<file path="src/rtl/core/mbc_pkg.sv">
// ----------------------------------------------------------------------------
// mbc_pkg
// Shared types, codes and address map of the memory bus with console decode.
// ----------------------------------------------------------------------------
package mbc_pkg;

  // RAM geometry: bytes are addressed with RAM_ADDR_BITS, words with two less
  localparam int unsigned RAM_ADDR_BITS  = 18;
  localparam int unsigned WORD_ADDR_BITS = RAM_ADDR_BITS - 2;
  localparam int unsigned RAM_WORDS      = 1 << WORD_ADDR_BITS;

  // Address map
  localparam logic [31:0] RAM_BASE = 32'h8000_0000;
  localparam logic [31:0] CON_CHAR = 32'h1000_0000;
  localparam logic [31:0] CON_DEC  = 32'h1000_0004;
  localparam logic [31:0] CON_HEX  = 32'h1000_0008;

  typedef enum logic {
    OP_READ  = 1'b0,
    OP_WRITE = 1'b1
  } opcode_e;

  typedef enum logic [1:0] {
    SZ_BYTE = 2'd0,
    SZ_HALF = 2'd1,
    SZ_WORD = 2'd2,
    SZ_BAD  = 2'd3
  } size_e;

  typedef enum logic [1:0] {
    FMT_CHAR = 2'd0,
    FMT_DEC  = 2'd1,
    FMT_HEX  = 2'd2
  } con_fmt_e;

  // RAM request produced by the decoder
  typedef struct packed {
    logic                      rd;
    logic                      we;
    logic [3:0]                be;
    logic [WORD_ADDR_BITS-1:0] widx;
    logic [31:0]               wdata;
  } ram_req_t;

  // Per-item control that travels with the RAM read
  typedef struct packed {
    logic        rd;
    size_e       size;
    logic [1:0]  lane;
    logic        fault;
    logic        con_valid;
    con_fmt_e    con_fmt;
    logic [31:0] con_value;
  } item_ctl_t;

endpackage

</file>
<file path="src/rtl/core/mbc_decode.sv">
// ----------------------------------------------------------------------------
// mbc_decode
// Address decode: console hits, RAM range, alignment, size and byte lanes.
// ----------------------------------------------------------------------------
module mbc_decode (
  input  logic                   opcode_i,
  input  logic [1:0]             access_size_i,
  input  logic [31:0]            address_i,
  input  logic [31:0]            write_data_i,
  output mbc_pkg::ram_req_t      ram_o,
  output mbc_pkg::item_ctl_t     ctl_o
);

  logic             is_con;
  logic             in_range;
  logic             aligned;
  logic             size_ok;
  logic             is_write;
  logic [1:0]       lane;
  mbc_pkg::size_e   size;
  logic [3:0]       be;
  logic [31:0]      wdata;

  assign size     = mbc_pkg::size_e'(access_size_i);
  assign is_write = (opcode_i == mbc_pkg::OP_WRITE);
  assign lane     = address_i[1:0];
  assign is_con   = (address_i == mbc_pkg::CON_CHAR) || (address_i == mbc_pkg::CON_DEC) ||
                    (address_i == mbc_pkg::CON_HEX);
  assign in_range = (address_i[31:mbc_pkg::RAM_ADDR_BITS] ==
                     mbc_pkg::RAM_BASE[31:mbc_pkg::RAM_ADDR_BITS]);

  // Size checks and byte lane placement
  always_comb begin
    aligned = 1'b1;
    size_ok = 1'b1;
    be      = 4'b0000;
    wdata   = write_data_i;
    case (size)
      mbc_pkg::SZ_BYTE: begin
        be    = 4'b0001 << lane;
        wdata = {4{write_data_i[7:0]}};
      end
      mbc_pkg::SZ_HALF: begin
        aligned = ~lane[0];
        be      = 4'b0011 << {lane[1], 1'b0};
        wdata   = {2{write_data_i[15:0]}};
      end
      mbc_pkg::SZ_WORD: begin
        aligned = (lane == 2'b00);
        be      = 4'b1111;
      end
      default: begin
        size_ok = 1'b0;
      end
    endcase
  end

  // RAM request
  assign ram_o.rd    = !is_con && in_range && aligned && size_ok && !is_write;
  assign ram_o.we    = !is_con && in_range && aligned && size_ok && is_write;
  assign ram_o.be    = be;
  assign ram_o.widx  = address_i[mbc_pkg::RAM_ADDR_BITS-1:2];
  assign ram_o.wdata = wdata;

  // Control carried to the response
  always_comb begin
    ctl_o.rd        = ram_o.rd;
    ctl_o.size      = size;
    ctl_o.lane      = lane;
    ctl_o.fault     = !is_con && (!in_range || !aligned || (!size_ok && !is_write));
    ctl_o.con_valid = is_con && is_write;
    ctl_o.con_fmt   = mbc_pkg::FMT_CHAR;
    ctl_o.con_value = 32'd0;
    if (is_con && is_write) begin
      ctl_o.con_value = write_data_i;
      if (address_i == mbc_pkg::CON_DEC) begin
        ctl_o.con_fmt = mbc_pkg::FMT_DEC;
      end else if (address_i == mbc_pkg::CON_HEX) begin
        ctl_o.con_fmt = mbc_pkg::FMT_HEX;
      end
    end
  end

endmodule

</file>
<file path="config.mk">
export PLATFORM = sky130hd
export DESIGN_NAME = mbc_decode
export DESIGN_NICKNAME = d
export VERILOG_FILES = /design/src/rtl/core/mbc_pkg.sv /design/src/rtl/core/mbc_decode.sv
export SDC_FILE = /design/constraint.sdc
export NUM_CORES = 1
export LEC_CHECK = 0
export ABC_CLOCK_PERIOD_IN_PS = 4850
export BUFFER_PORTS_ARGS = -buffer_cell sky130_fd_sc_hd__buf_2
export CORE_AREA = 2 2 63 65
export DETAILED_ROUTE_END_ITERATION = 12
export DIE_AREA = 0 0 65 67
export GPL_TIMING_DRIVEN = 0
export PLACE_DENSITY = 0.78
export SLEW_MARGIN = 25
export SYNTH_ARGS = -nofsm -noshare
export SYNTH_HDL_FRONTEND = slang
export SYNTH_SLANG_ARGS = --single-unit
</file>
<file path="constraint.sdc">
create_clock -name vclk -period 4.85
set_clock_uncertainty 0.05 [all_clocks]
set_input_delay 0.485 -clock vclk [all_inputs]
set_output_delay 0.485 -clock vclk [all_outputs]
set_load 0.02 [all_outputs]
</file>
# Word-level counts from Yosys, hierarchy flattened
# Cells that the tools add are included.
# word_totals
mem_count	0
ramBits	0
register_bits	0
out_inout_bits	95
romBits	0
latch_bits	0
elab_cells	36
input_bits	67
# classes
eq_ne	6
magnitude_cmp	0
n_shift	2
muxes	7
n_reduce_logical	20
add_sub_neg	0
n_mul	0
n_div	0
n_bitwise	1
# op_table
op	count
== test 32 x 29 -> 1 bit, second input constant	3
one-hot mux 32 bit (2 select lines)	1
two-way mux 34 bit	1
== test 14 bit, second input constant	1
one-hot mux 4 bit (3 select lines)	1
logical AND 1 bit	8
logical NOT 1 bit	5
logical NOT 2 bit	2
logical OR 1 bit	4
two-way mux 2 bit	2
left shift 1 x 2 -> 4 bit, first input constant	1
left shift 2 x 2 -> 4 bit, first input constant	1
OR reduction 3 bit	1
== test 2 x 1 -> 1 bit, second input constant	1
== test 2 bit, second input constant	1
one-hot mux 1 bit (2 select lines)	1
two-way mux 1 bit	1
inverter 1 bit	1

# Longest topological paths before layout
# logic_depth
word_depth	8
depth_mapped	7
mapped_depth_nobuf	6

# Least setup slack after synthesis
# OpenSTA, ideal clock, no wires.
# synth_path
kind	input -> output
startpoint	input access_size_i[0]
endpoint	output ram_o[53] in the netlist's numbering
stages	6
slack_ns	2.282
n_path_buf	1
arrival_ns	2.033
cell_sequence	inv_1 -> ha_1 -> nand2b_1 -> o2111ai_1 -> nor4_1 -> buf_4
# synth_rtl
element	line	text
start: declaration	mbc_decode.sv:7	input logic [1:0] access_size_i,
end: declaration	mbc_decode.sv:10	output mbc_pkg::ram_req_t ram_o,

==> impl_metrics.yaml <==
synth:
  ys_top_cells_by_count: "buf_4 (29), and2_1 (20), nand2_1 (17), and2_2 (12)"
  synth_area_um2: 1084
  synth_compound_area_share_pct: 17.32
  ys_types: 28
  yosys-top-cells-area: "buf_4 (20%), and2_1 (12%), and2_2 (8.3%)"
  syn_inst: 157
  synth_nets: 228
  synth_top_area_share_pct: 20.09
  synth_area_leader_cell: "buf_4"
  avgSynthCellArea_um2: 6.902
  synth_xor_area_share_pct: 0
  synth_fa_ha_area_share_pct: 4.619
  yosys_warnings: 0
  synth_top_family_by_area: "simple AND/OR/NAND/NOR gates"
  yosysSeqAreaShare_pct: 0
  yosys.area_share.simple_pct: 42.61
  synth_most_common_cell: "buf_4"
  synth_mux_area_share_pct: 8.314
route:
  drt_first_pass_iters: 4
  vias: 1637
  drtIter0Drc: 46
  via_per_inst: 4.460
  postRouteAntennaNets: 0
  drt_wl_total_um: 4431
  drc_errors: 0
  wl_per_cell_um: 12.07
floorplanning:
  boundaryPins: 162
  core_area_um2: 3606
  start_util_pct: 30.05
  die-area_um2: 4355
  rows: 22
  die_width_um: 65
  dieHeight_um: 67
global_route:
  grt.total_usage_pct: 18.02
  grt_pass1_vias: 1408
  grt_pass1_wl_um: 6361
  grt_overflow_total: 0
  grt_max_degree: 11
  antenna_found_initial: 1
final_layout:
  layout-drive-gt1-share_pct: 68.34
  seq_cell_count: 0
  nNetsFinal: 392
  seqCellArea_um2: 0
  syn2layout_area_growth_pct: 80.37
  final_util_pct: 54.20
  num-clock-buffers: 0
  n_antenna_cell: 0
sta:
  whs_ns: 1.225
  finalSetupTns_ns: 0
  relSlewSlack_pct: 59.99
  max_freq_mhz: 332.7
  hold_violations: 0
  slew_viol_final: 0
  setup_viol: 0
  rsz0062_at_grt: "false"
  tightest_slew_ns: 0.5980
  fin_crit_ns: 3.005
  fin_crit_sh_pct: 61.97
place:
  io_buffers: 162
  hpwl_um: 3876
  routabilityCongestion: 0.7357
pwr:
  ir_drop_mv: 0.04296
  p_leak_nw: 1.271
  total_power_w: 0.0001742
  power_density_nw_per_um2: 89.11
worst_setup_path:
  cp-start-kind: "input port"
  path_max_fanout: 10
  worst_setup_path_end_kind: "output port"
  critPathKind: "input port to output port"
  arrival_ns: 2.47
  required_ns: 4.32
min_path:
  min-delay-start: "opcode_i"
  hold_depth: 3
  worst_hold_path.endpoint: "ctl_o[40]"
  hold_class: "input port to output port"
cts:
  hold_buffers: 0
  post_cts_resize_count: 0
  postCtsSetupRepairBufs: 0
flow_run:
  drv_cap: 0
status:
  status: "finished clean"
==> critical path, cell delays in order <==
cell,delay [ns]
buf_2,0.11
inv_1,0.06
ha_1,0.20
clkbuf_1,0.24
nor2_1,0.53
buf_2,0.33
mux2_2,0.35
buf_2,0.16
==> kinds of logic after synthesis <==
group	count (synthesis)
AOI/OAI and AO/OA	25
adders and majority gates	4
buffers and inverters	43
muxes	8
and+or+nand+nor	77
==> placed cells by master (no fill, tap or decap) <==
cell type / count
buf_2: 163
buf_4: 29
a21o_1: 2
ha_1: 4
a211oi_1: 1
clkbuf_1: 4
nand4_1: 2
nor2_1: 6
nand2b_1: 3
a22o_1: 8
o2111ai_1: 1
nor3_1: 1
nand3_1: 1
a22oi_1: 8
inv_1: 6
or4b_4: 1
or2_4: 1
nor4_1: 8
and2_1: 20
o22ai_1: 1
mux2_2: 8
nand2_1: 17
a21oi_1: 4
and3b_1: 2
nor3_4: 1
nor2b_1: 2
and2_2: 12
buf_6: 3
==> metal layers <==
layer  vias to the layer above  global-route usage, %  share of wire, %  wire length [um]
li1                        840                      -                 -                 -
met1                       706                  20.54                37              1638
met2                        87                  35.05                50              2231
met3                         4                  3.716                11               505
met4                         0                  2.128               1.3                56
met5                         -                      0                 0                 0
==> cell type report <==
type | instances | area, um2
inverter | 6 | 22.52
buffer | 37 | 271.5
tap | 48 | 60.06
timing repair buffer | 162 | 810.8
fill | 376 | 1652
multi-input combinational | 114 | 789.5
==> metrics by stage <==
stage	instance area, um2	setup WS (ns)	cells
2_1_floorplan	1084	2.282	157
3_3_place_gp	1954	1.801	367
3_5_place_dp	1954	1.835	367
4_1_cts	1954	1.823	367
5_1_grt	1954	1.667	367
6_report	1954	1.845	367
==> worst max-delay path by stage <==
stage	from	cells after the start	endpoint	slack (ns)
final	access_size_i[0]	8	ram_o[22]	1.84
after floorplan	access_size_i[0]	6	ram_o[53]	2.28
after CTS	access_size_i[0]	8	ram_o[22]	1.82
after global placement	access_size_i[0]	8	ram_o[22]	1.80
after detailed placement	access_size_i[0]	8	ram_o[22]	1.83
after global routing	access_size_i[0]	8	ram_o[22]	1.67
==> where the power goes <==
part	switching, W	internal (W)	leakage (nW)
Sequential	0	0	0
Clock	0	0	0
Combinational	0.0000974	0.0000768	1.27
Total	0.0000974	0.0000768	1.27
Power figures use the tool's default switching activity.
