[src/rtl/core/mbc_pkg.sv]
// ----------------------------------------------------------------------------
// mbc_pkg
// Shared types, codes and address map of the memory bus with console decode.
// ----------------------------------------------------------------------------
package mbc_pkg;

  // RAM geometry: bytes are addressed with RAM_ADDR_BITS, words with two less
  localparam int unsigned RAM_ADDR_BITS  = 18;
  localparam int unsigned WORD_ADDR_BITS = RAM_ADDR_BITS - 2;
  localparam int unsigned RAM_WORDS      = 1 << WORD_ADDR_BITS;

  // Address map
  localparam logic [31:0] RAM_BASE = 32'h8000_0000;
  localparam logic [31:0] CON_CHAR = 32'h1000_0000;
  localparam logic [31:0] CON_DEC  = 32'h1000_0004;
  localparam logic [31:0] CON_HEX  = 32'h1000_0008;

  typedef enum logic {
    OP_READ  = 1'b0,
    OP_WRITE = 1'b1
  } opcode_e;

  typedef enum logic [1:0] {
    SZ_BYTE = 2'd0,
    SZ_HALF = 2'd1,
    SZ_WORD = 2'd2,
    SZ_BAD  = 2'd3
  } size_e;

  typedef enum logic [1:0] {
    FMT_CHAR = 2'd0,
    FMT_DEC  = 2'd1,
    FMT_HEX  = 2'd2
  } con_fmt_e;

  // RAM request produced by the decoder
  typedef struct packed {
    logic                      rd;
    logic                      we;
    logic [3:0]                be;
    logic [WORD_ADDR_BITS-1:0] widx;
    logic [31:0]               wdata;
  } ram_req_t;

  // Per-item control that travels with the RAM read
  typedef struct packed {
    logic        rd;
    size_e       size;
    logic [1:0]  lane;
    logic        fault;
    logic        con_valid;
    con_fmt_e    con_fmt;
    logic [31:0] con_value;
  } item_ctl_t;

endpackage

[src/rtl/core/mbc_format.sv]
// ----------------------------------------------------------------------------
// mbc_format
// Lane select and sign extension of the RAM read word.
// ----------------------------------------------------------------------------
module mbc_format (
  input  mbc_pkg::item_ctl_t ctl_i,
  input  logic [31:0]        word_i,
  output logic [31:0]        read_data_o
);

  logic [31:0] shifted;

  assign shifted = word_i >> {ctl_i.lane, 3'b000};

  // Pick the lane and extend the sign
  always_comb begin
    read_data_o = 32'd0;
    if (ctl_i.rd) begin
      case (ctl_i.size)
        mbc_pkg::SZ_BYTE: read_data_o = {{24{shifted[7]}}, shifted[7:0]};
        mbc_pkg::SZ_HALF: read_data_o = {{16{shifted[15]}}, shifted[15:0]};
        mbc_pkg::SZ_WORD: read_data_o = word_i;
        default:          read_data_o = 32'd0;
      endcase
    end
  end

endmodule

[config.mk]
export PLATFORM = sky130hd
export DESIGN_NAME = mbc_format
export DESIGN_NICKNAME = d
export VERILOG_FILES = /design/src/rtl/core/mbc_pkg.sv /design/src/rtl/core/mbc_format.sv
export SDC_FILE = /design/constraint.sdc
export NUM_CORES = 1
export LEC_CHECK = 0
export BUFFER_PORTS_ARGS = -buffer_cell sky130_fd_sc_hd__buf_2
export CAP_MARGIN = 20
export CORE_MARGIN = 2
export CORE_UTILIZATION = 25
export DETAILED_ROUTE_END_ITERATION = 10
export SLEW_MARGIN = 20
export SYNTH_ARGS = -nofsm -noshare
export SYNTH_HDL_FRONTEND = slang
export SYNTH_SLANG_ARGS = --single-unit
[constraint.sdc]
create_clock -name vclk -period 4.2
set_input_delay 0.84 -clock vclk [all_inputs]
set_output_delay 0.84 -clock vclk [all_outputs]
set_load 0.01 [all_outputs]
After elaboration in Yosys (flattened, before gate mapping)
Cells that the tools add are included.
- latch bits: 0
- bits in read-only memories: 0
- bits in writable memories: 0
- register bits: 0
- memories kept: 0
- equal/unequal tests: 2
- add/subtract/negate cells: 0
- multiplexer cells: 2
- div/mod/pow operators: 0
- order comparisons: 0
- multiply operators: 0
- reductions and logical operators: 1
- bitwise logic cells: 0
- shift-type cells: 1
- operators by type and width (cell ; count):
    32-bit case mux with 3 select lines ; 1
    32-bit two-way mux ; 1
    32-bit by 5-bit >> shifter with 16-bit output ; 1
    2-bit by 1-bit equality test with 1-bit output, second input constant ; 1
    2-bit equality test, second input constant ; 1
    2-bit zero test ; 1

Depth between registers and ports, before layout
Gate-level depths: netlist of the first run.
- depth in word-level cells: 3
- depth in mapped cells: 6
- mapped depth without buffers: 4

Worst setup path before layout of the first run
Ideal clock, no wire load.
- kind: in2out
- start: input ctl_i[37] (netlist bit)
- end: output read_data_o[10]
- arrival: 1.933 ns
- setup slack: 1.427 ns
- cell stages on the path: 4
- cell sequence: mux4_2 nor2b_4 buf_6 o311a_1
- cells in the longest elaborated chain, start to end: 3
- RTL lines (element ; line ; text):
    start, declared ; mbc_format.sv:6 ; input mbc_pkg::item_ctl_t ctl_i,
    32-bit by 5-bit >> shifter with 16-bit output ; mbc_format.sv:13 ; assign shifted = word_i >> {ctl_i.lane, 3'b000};
    32-bit case mux with 3 select lines ; mbc_format.sv:19 ; case (ctl_i.size)
    32-bit two-way mux ; mbc_format.sv:18 ; if (ctl_i.rd) begin
    end, declared ; mbc_format.sv:8 ; output logic [31:0] read_data_o
No other way between the ends.

Worst setup path after layout of the first run
- start: input ctl_i[37] (netlist bit)
- end: output read_data_o[27]
The elaborated chain is that of the path after synthesis.

==> results of run 1 <==
==> cells by family (layout without fill, tap and decap cells) <==
| kind of cell | after synthesis | count (layout) |
|---|---|---|
| buffers and inverters | 23 | 80 |
| and+or+nand+nor | 32 | 32 |
| xor gates and xnor gates | 1 | 1 |
| AOI/OAI and AO/OA | 57 | 57 |
| muxes | 16 | 16 |
==> final cells by class <==
type / count / area share (%)
timing repair buffer: 72 / 29.49
multi-input combinational: 106 / 63.49
inverter: 8 / 2.407
tap: 46 / 4.614
==> cell usage in the layout (no fill, tap or decap), drive strengths merged <==
| cell | n |
|---|---|
| a21boi | 8 |
| nor3b | 1 |
| nor2b | 2 |
| mux2i | 7 |
| buf | 72 |
| nand2b | 2 |
| and3b | 1 |
| a31o | 16 |
| mux4 | 1 |
| o311a | 7 |
| o21ai | 9 |
| a21oi | 2 |
| nand3b | 1 |
| o211ai | 7 |
| o22ai | 7 |
| a31oi | 1 |
| mux2 | 8 |
| xor2 | 1 |
| inv | 8 |
| nor2 | 1 |
| nand2 | 23 |
| nor4b | 1 |
==> where the power goes <==
| part | internal, µW | switching, µW | total [µW] |
|---|---|---|---|
| combinational | 64.4 | 75.5 | 140 |
| clock | 0 | 0 | 0 |
| sequential | 0 | 0 | 0 |
| total | 64.4 | 75.5 | 140 |
==> layer usage <==
| layer | share of wire [%] | GRT usage (%) | wire, µm |
|---|---|---|---|
| met1 | 48 | 22.08 | 1561 |
| met2 | 46 | 28.13 | 1504 |
| met3 | 5.3 | 0.8803 | 170 |
| met4 | 0 | 0 | 0 |
| met5 | 0 | 0 | 0 |
==> worst max-delay path, stage by stage <==
cell	delay [ns]
buf_2	0.42
nor3b_1	0.25
o21ai_1	0.12
a21oi_2	0.61
a31o_1	0.18
buf_2	0.13
==> worst paths after layout <==
| path | slack [ns] | startpoint | endpoint |
|---|---|---|---|
| min | 2.01 | word_i[25] | read_data_o[25] |
| max | 0.81 | ctl_i[37] | read_data_o[27] |
==> stage by stage <==
step / area, µm² / util (%) / power [µW] / instances
after global routing: 1247 / 36.80 / 156.9 / 232
after floorplan: 900.9 / - / 88.25 / 129
final: 1247 / 36.80 / 140.0 / 232
after CTS: 1247 / 36.80 / 141.4 / 232
after detailed placement: 1247 / 36.80 / 140.9 / 232
after global placement: 1247 / 36.80 / 140.2 / 232
==> results.toml, run 1 <==
[placed_design]
hpwlAfterDp_um = 2362
io_buffers = 69
gp_routability_congestion = 0.6980
dpl_worst_slack_ns = 0.7901

[cells_and_area]
drive_above_1_share_pct = 44.62
nNetsFinal = 261
fillCellCount = 392
area_delta_synth_final_pct = 38.47
multi_input_comb_area_um2 = 792.0
regArea_um2 = 0
nClkBuffers = 0
n_sequential_cell = 0
antenna_cells = 0

[die]
row_count = 21
die_h_um = 64.03
ios = 105
initial_core_util_pct = 26.58
die_w_um = 64.03
die_area_um2 = 4100
core_um2 = 3390

[yosys]
synth-simple-area-share_pct = 17.92
synth.area.mux_share_pct = 20.69
synthTopCellsByArea = "a31o_1, nand2_1, mux2i_1"
synth_cells = 129
yosysSeqAreaShare_pct = 0
synth_top_area_share_pct = 15.56
synth_compound_area_share_pct = 48.33
synth_most_common_cell = "nand2_1"
yosysTopAreaCell = "a31o_1"
netlist_area_um2 = 900.9
synthDistinctLibCells = 32
yosys.area_share.xor_xnor_pct = 0.9722
synth_fa_ha_area_share_pct = 0
synth_top_family_by_area = "compound AO/OA/AOI/OAI gates"
synthTopCellsByCount = "nand2_1, a31o_1, clkbuf_1, o21ai_0"
yosysWarnings = 0
synth.avg_cell_area_um2 = 6.983
syn-num-nets = 202

[pwr]
p_leak_uw = 0.0006516
ir_drop_v = 0.00003547
power_density_nw_per_um2 = 112.2

[route]
wl_per_cell_um = 13.95
num_vias = 1171
drtPass1Iterations = 4
wl_um = 3236
drtAntennaViolNets = 0
via_per_inst = 5.047
drc = 0
drt_first_iter_violations = 35

[hold_path]
hp-class = "in -> out"
min_delay_path_depth = 3

[sta]
hold_viol = 0
final-setup-viol-count = 0
fin_crit_ns = 3.392
max_freq_mhz = 294.8
tns_ns = 0
layout_setup_ws_ns = 0.8079
worst_pin_slew_ns = 0.7596
min_period_over_period_pct = 80.76
slew_headroom_pct = 49.36
rsz0062_at_grt = "no"
slew_violations = 0
holdWs_ns = 2.006

[run]
drv_cap = 0

[clock_tree]
post-cts-setup-buffers = 0
cts_hold_buf = 0
cts_resized = 0

[worst_setup_path]
cp-start-kind = "input port"
cp_max_fo = 20
arrival_ns = 2.55
worst-setup-path-type = "in -> out"
required_ns = 3.36
worstSetupEndpointType = "output port"

[grt]
first_global_vias = 1143
grt_usage_pct = 15.78
antenna_found_initial = 0
grt_max_degree = 33
grt_first_pass_wirelength_um = 5492
grt_overflow = 0

[status]
status = "finished, final reports clean"
(Power assumes the default switching activity.)
==> run 2: changes to the inputs <==
==> constraint.sdc (replaced) <==
create_clock -name vclk -period 3.26
set_input_delay 0.652 -clock vclk [all_inputs]
set_output_delay 0.652 -clock vclk [all_outputs]
set_load 0.01 [all_outputs]
==> results.toml, run 2 (synthesis gave the netlist of run 1 again) <==
[worst_setup_path]
worstSetupEndpointType = "output port"
arrival_ns = 2.22
cp_max_fo = 23
cp-start-kind = "input port"
required_ns = 2.61
cp-startpoint = "ctl_i[38]"
worst-setup-path-type = "in -> out"

[sta]
final-setup-viol-count = 0
fin_crit_ns = 2.874
hold_viol = 0
slew_headroom_pct = 50.98
min_period_over_period_pct = 88.17
slew_violations = 0
tns_ns = 0
rsz0062_at_grt = "no"
max_freq_mhz = 347.9
worst_pin_slew_ns = 0.7354
holdWs_ns = 1.629

[cells_and_area]
regArea_um2 = 0
final_common_cell = "buf_2"
antenna_cells = 0
nNetsFinal = 262
n_sequential_cell = 0
final_cell_mix = "buf_2, nand2_1, a31o_1"
nClkBuffers = 0
drive_above_1_share_pct = 44.92
area_delta_synth_final_pct = 39.31
fin_util_pct = 37.02

[die]
row_count = 21
core_um2 = 3390
die_w_um = 64.03
ios = 105
die_area_um2 = 4100
initial_core_util_pct = 26.58
die_h_um = 64.03

[route]
drtAntennaViolNets = 0
num_vias = 1210
drtPass1Iterations = 4
drt_first_iter_violations = 43
wl_per_cell_um = 13.86
drc = 0
wl_um = 3229
via_per_inst = 5.193

[status]
status = "finished, final reports clean"

[pwr]
power_density_nw_per_um2 = 144.5
p_leak_uw = 0.0006564
ir_drop_v = 0.00004855

[run]
drv_cap = 0

[placed_design]
io_buffers = 69
hpwlAfterDp_um = 2374
gp_routability_congestion = 0.7275

[clock_tree]
cts_hold_buf = 0
post-cts-setup-buffers = 0
cts_resized = 0

[grt]
grt_use_met2_pct = 27.60
grt_overflow = 0
use_met1_pct = 21.55
first_global_vias = 1141
grt_first_pass_wirelength_um = 5409
grt_max_degree = 33
grt.busiest_layer = "met2"
use_met3_pct = 1.232
grt_usage_pct = 15.53
antenna_found_initial = 0

[hold_path]
hp-class = "in -> out"
hold_start = "word_i[25]"
-- run 2: cell types whose count changed in the layout (fill, tap and decap cells not counted), sizes merged --
cell  before  now
buf       72   73
-- run 2: layout make-up --
class                           count  area (µm²)
Timing Repair Buffer               73       375.4
Multi-Input combinational cell    106       792.0
Inverter                            8       30.03
Fill cell                         407        2135
Tap cell                           46       57.56
-- run 2: path summary, 6_finish.rpt --
kind | end | slack [ns] | depth (start not counted)
max | read_data_o[27] | 0.39 | 6
min | read_data_o[25] | 1.63 | 3
-- run 2: report_power, final --
group / internal, µW / switching, µW
clock network: 0 / 0
logic: 83.7 / 97.6
registers: 0 / 0
total: 83.7 / 97.6
-- run 2: routing by layer --
metal,wire length [µm],vias to the layer above,share of wire (%)
met5,0,-,0
met4,0,0,0
met3,182,0,5.6
met2,1505,36,47
met1,1542,567,48
li1,-,607,-
-- run 2: worst max-delay path: stages --
cell,delay (ns)
buf_2,0.34
xor2_1,0.21
a21oi_2,0.09
a21oi_2,0.61
a31o_1,0.18
buf_2,0.13
-- run 2: through the flow --
stage	std cells	setup WS (ns)	total power, µW	area (µm²)
3_3_place_gp	233	0.3465	181.3	1255
2_1_floorplan	129	0.8626	113.7	900.9
3_5_place_dp	233	0.3351	182.7	1255
5_1_grt	233	0.1608	202.0	1255
6_report	233	0.3857	181.3	1255
4_1_cts	233	0.3305	183.3	1255
